<file path="src/rtl/mfps_pkg.sv">
// ----------------------------------------------------------------------------
// mfps_pkg
// Types and constants shared by the minimum falling path sum block.
// ----------------------------------------------------------------------------
package mfps_pkg;

  localparam int VAL_W = 16;
  localparam int SUM_W = 32;
  localparam int CFG_W = 7;

  localparam logic [CFG_W-1:0] ROW_WIDTH_RST = 7'd64;
  localparam logic [SUM_W-1:0] SUM_MAX = 32'h7fff_ffff;
  localparam logic [SUM_W-1:0] SUM_MIN = 32'h8000_0000;

  typedef enum logic [1:0] {
    ST_RUN,
    ST_SWEEP,
    ST_HOLD
  } state_t;

  typedef struct packed {
    logic accept;
    logic row_end;
    logic rotate;
  } cell_ctrl_t;

endpackage

</file>
<file path="src/rtl/mfps_cell.sv">
// ----------------------------------------------------------------------------
// mfps_cell
// One column of the row store: a read-ahead stage and a write stage.
// ----------------------------------------------------------------------------
module mfps_cell
  import mfps_pkg::*;
#(
  parameter int IDX_W = 6,
  parameter int K     = 0
) (
  input  logic             clk,
  input  cell_ctrl_t       ctrl,
  input  logic [IDX_W-1:0] wr_idx,
  input  logic [SUM_W-1:0] new_sum,
  input  logic [SUM_W-1:0] a_right,
  input  logic [SUM_W-1:0] b_right,
  output logic [SUM_W-1:0] a_q,
  output logic [SUM_W-1:0] b_q
);

  localparam logic [IDX_W-1:0] MY_IDX = IDX_W'(K);

  logic [SUM_W-1:0] a_r, a_nxt;
  logic [SUM_W-1:0] b_r, b_nxt;
  logic             hit;

  always_comb begin
    hit   = ctrl.accept && (wr_idx == MY_IDX);
    b_nxt = b_r;
    a_nxt = a_r;
    if (ctrl.rotate) begin
      b_nxt = b_right;
    end else if (hit) begin
      b_nxt = new_sum;
    end
    if (ctrl.accept) begin
      a_nxt = ctrl.row_end ? (hit ? new_sum : b_r) : a_right;
    end
  end

  always_ff @(posedge clk) begin
    a_r <= a_nxt;
    b_r <= b_nxt;
  end

  assign a_q = a_r;
  assign b_q = b_r;

endmodule

</file>
<file path="config.mk">
export PLATFORM = sky130hd
export DESIGN_NAME = mfps_cell
export DESIGN_NICKNAME = d
export VERILOG_FILES = /design/src/rtl/mfps_pkg.sv /design/src/rtl/mfps_cell.sv
export SDC_FILE = /design/constraint.sdc
export NUM_CORES = 1
export LEC_CHECK = 0
export ABC_AREA = 1
export BUFFER_PORTS_ARGS = -buffer_cell sky130_fd_sc_hd__buf_4
export CAP_MARGIN = 30
export CORE_MARGIN = 2
export CORE_UTILIZATION = 49
export DETAILED_ROUTE_END_ITERATION = 10
export GPL_ROUTABILITY_DRIVEN = 0
export GPL_TIMING_DRIVEN = 0
export MAX_ROUTING_LAYER = met4
export PLACE_DENSITY_LB_ADDON = 0.05
export SYNTH_ARGS = -nofsm -noshare
export SYNTH_HDL_FRONTEND = slang
export SYNTH_SLANG_ARGS = --single-unit
</file>
<file path="constraint.sdc">
create_clock -name clk -period 2 [get_ports clk]
set_clock_uncertainty 0.15 [all_clocks]
set_input_delay 0.4 -clock clk [delete_from_list [all_inputs] [get_ports clk]]
set_output_delay 0.4 -clock clk [all_outputs]
set_load 0.02 [all_outputs]
</file>
# --- Yosys cells after proc, flatten, opt, wreduce, memory -nomap -nowiden ---
# Cells that the tools add are included.
op_classes:
  n_mux: 3
  mul: 0
  n_reduce_logical: 2
  div: 0
  bitwise_logic: 0
  n_lt_le_gt_ge: 0
  addsub: 0
  n_shift: 0
  eq_ne: 0
op_table:
  columns: ["operator", "n"]
  rows:
  - ["32-bit two-way mux", 3]
  - ["6-bit logical NOT", 1]
  - ["1-bit logical AND", 1]
word_totals:
  input_bits: 106
  memories: 0
  wordCells: 7
  output_inout_bits: 64
  ram_bits: 0
  regBits: 64
  romBits: 0
  latch_bits: 0

# --- Longest topological paths before layout ---
logic_depth:
  depth_word: 4
  mapped_depth: 8
  ltp_nobuf: 7

# --- Worst setup path before layout ---
# No wires, ideal clock.
synth_timing:
  path_type: "input to register"
  from: "input port wr_idx[3]"
  to: "register a_r[10], in the netlist a_q[10], data pin"
  path_slack_ps: 550
  setup_ps: 254
  n_path_buf: 1
  stages: 7
  required_time_ps: 1596
  arrival_time_ps: 1046
  path_cell_list: "inv_1 nand2_1 nor2_4 buf_4 nand3_1 nand3_1 nand2_1"
synth_via:
  elab_chain_len: 4
synth_lines:
  columns: ["item", "line_no", "source"]
  rows:
  - ["start, declared", "mfps_cell.sv:13", "input logic [IDX_W-1:0] wr_idx,"]
  - ["6-bit logical NOT", "mfps_cell.sv:28", "hit = ctrl.accept && (wr_idx == MY_IDX);"]
  - ["1-bit logical AND", "mfps_cell.sv:28", null]
  - ["32-bit two-way mux", null, null]
  - ["32-bit two-way mux", "mfps_cell.sv:37", "a_nxt = ctrl.row_end ? (hit ? new_sum : b_r) : a_right;"]
  - ["end signal, assigned", "mfps_cell.sv:42", "a_r <= a_nxt;"]
  - ["end, declared", "mfps_cell.sv:23", "logic [SUM_W-1:0] a_r, a_nxt;"]
# Every way passes these cells.
# A chain may end at the register's enable or synchronous reset.

# --- Worst setup path in the final report ---
layout_timing:
  from: "input port ctrl[2] (netlist bit)"
  to: "register a_r[15], in the netlist a_q[15], data pin"
layout_via:
  elab_chain_len: 3
layout_lines:
  columns: ["item", "line_no", "source"]
  rows:
  - ["start, declared", "mfps_cell.sv:12", "input cell_ctrl_t ctrl,"]
  - ["1-bit logical AND", "mfps_cell.sv:28", null]
  - ["32-bit two-way mux", null, null]
  - ["32-bit two-way mux", "mfps_cell.sv:37", null]
# Every way passes these cells.

==> qor.yml <==
outcome:
  status: "finished, final reports clean"
clocking:
  cts_inserted_buffers: 9
  root_buffer: "clkbuf_8"
  cts_max_level: 3
  path_clk_slew_ns: 0.07
  clk_latency_ns: 0.34
  post-cts-setup-buffers: 0
  hold_buffers: 0
  clk_path_buf_depth: 2
  cts_tree: "built"
  postCtsResizedCells: 0
  cts_sinks: 64
placed_design:
  dp_hpwl_mm: 6.72
  dp_cells: 664
  numPortBuffers: 167
sta:
  finalCritPeriodShare: 0.854
  clock.fmax_mhz: 585
  min_period_ns: 1.71
  tightest_slew_ns: 0.544
  hold_viol: 0
  relSlewSlack: 0.637
  setup-violations-final: 0
  rsz0062_at_grt: "false"
  drv_slew: 0
finish:
  register_area_um2: 1600
  multi_input_area_um2: 1200
  antenna_cells: 0
  drive_gt1_frac: 0.378
  fin_nets: 704
  fin_util: 0.744
  fillers: 517
  area_growth_pct: 47.2
  finalNonFillerCells: 680
logic_synthesis:
  yosysTopAreaCell: "edfxtp_1"
  synth-main-ff-cell: "edfxtp_1"
  ys_ff_latch: 64
  async_reset_ff_frac: 0
  syn_avg_cell_area_um2: 7.64
  synth_top_cells_by_count: "132 x nand2_1, 96 x nand3_1, 70 x inv_1"
  yosysMostFrequentCell: "nand2_1"
  syn_nets: 526
  yosysWarnings: 0
  synth_cell_type_count: 13
  synth_top_area_share: 0.300
  syn-cell-area_um2: 3210
  syn-instance-count: 420
  synth_top_cells_by_area: "edfxtp_1 30%, dfxtp_1 20%, nand2_1 15%"
  synth_edf_count: 32
  seq_area_frac_synth: 0.499
global_route:
  grt_pass1_wl_mm: 14.5
  antenna_found_initial: 0
  grt_pass1_vias: 3217
  gr-usage-met1: 0.306
  grt_usage: 0.267
  grt_overflow: 0
  use_met3: 0.0554
  grt_most_used_layer: "met2"
  met2_usage: 0.456
  grt_max_degree: 34
detailed_routing:
  drt_first_pass_iters: 5
  wl_per_cell_um: 13.5
  drt.antenna.violating_nets: 0
  drt_iter0_markers: 179
  finalWirelength_mm: 9.16
  routed_via_density: 4.89
  dr_total_vias: 3322
  drc: 0
setup_path:
  critPathRequiredTime_ns: 1.95
  cp_cell_sequence: "buf_4 -> nand2_2 -> nor2_4 -> buf_4 -> nand3_1 -> nand3_1 -> nand2_1"
  cp_num_buf_inv: 2
  cp_slowest_cell: "buf_4"
  cp_top_family: "simple AND/OR/NAND/NOR gates"
  worstSetupEndpointType: "register"
  cp-start-kind: "primary input"
  rr_startpoint: "b_q[19]"
  reg2reg_depth: 4
  r2r_slack_ns: 1.02
  arrival_ns: 1.66
  reg2reg_to: "a_q[19]"
  cp_max_fo: 33
  critPathMaxStageDelay_ns: 0.39
  critical_path_class: "primary input to register"
floorplanning:
  die_h_um: 84.9
  start_util: 0.505
  core_region_area_um2: 6350
  die_w_um: 84.9
  io_pins: 170
  die_area_um2: 7210
  fp-row-count: 29
pwr:
  leakagePower_nw: 2.63
  powerDensity_nw_per_um2: 703
  ir_worst_vdd_mv: 0.478
hold_path:
  timing.hold.worst.start: "b_right[14]"
  hold_path_class: "primary input to register"
  hold_end: "b_q[14]"
  hold_depth: 3
flow_run:
  cap_violations: 0
==> routing by layer <==
layer  up-vias  wire [µm]  share of wire
met2       143       4710           0.51
met3        10        661          0.072
li1       1658          -              -
met4         0        127          0.014
met5         -          0              0
met1      1511       3660           0.40
==> cell type report <==
cell class	instances	area share
Buffer	23	0.0286
Clock buffer	12	0.0307
Clock inverter	4	0.00424
Inverter	71	0.0564
Multi-Input combinational cell	262	0.255
Sequential cell	64	0.339
Tap cell	77	0.0204
Timing Repair Buffer	167	0.266
==> report_power, final <==
| part | internal [W] | switching [W] | total [W] |
|---|---|---|---|
| clock | 0.000476 | 0.000492 | 0.000968 |
| sequential | 0.00150 | 0.0000447 | 0.00155 |
| combinational | 0.000371 | 0.000429 | 0.000800 |
==> cell families (layout without fill, tap and decap cells) <==
family,count (synthesis),in the layout,share of synthesized area
AND/OR/NAND/NOR,262,262,0.375
buffers and inverters,94,277,0.125
flip-flops,64,64,0.499
==> flip-flops by register name (all words and copies together) (netlist names) <==
name,cells
a_q,32
b_q,32
==> through the flow <==
stage               setup TNS (ns)  total power (W)  setup WS, ns  cell area (µm²)  hold WS [ns]
global route                     0          0.00347         0.166             4720        0.0963
CTS                              0          0.00333         0.287             4720        0.0923
finish                           0          0.00332         0.292             4720        0.0986
floorplan                        0          0.00197         0.550             3210         0.356
detailed placement           -1.36          0.00238       -0.0842             4560         0.397
global placement            -0.486          0.00236       -0.0554             4560         0.392
==> how the worst max path moves through the flow <==
| stage | startpoint | slack, ns | endpoint | depth (start not counted) |
|---|---|---|---|---|
| global placement | ctrl[2] | -0.06 | a_q[13] | 7 |
| CTS | ctrl[2] | 0.29 | a_q[15] | 7 |
| finish | ctrl[2] | 0.29 | a_q[15] | 7 |
| detailed placement | ctrl[2] | -0.08 | a_q[15] | 7 |
| floorplan | wr_idx[3] | 0.55 | a_q[10] | 7 |
| global route | ctrl[2] | 0.17 | a_q[15] | 7 |
==> cells in the final DEF (no fill, tap or decap), types with 4 or more instances in the layout <==
master    count
nand2_1     132
clkinv_2      4
clkbuf_1     13
dfxtp_1      32
clkbuf_8     10
edfxtp_1     32
buf_4       173
inv_1        70
nand2_2      31
nand3_1      96
==> worst min-delay path, delay by kind of cell <==
family	cells	cell delay [ns]
buf+inv	1	0.08
simple gates	2	0.09
Power figures use the tool's default switching activity.
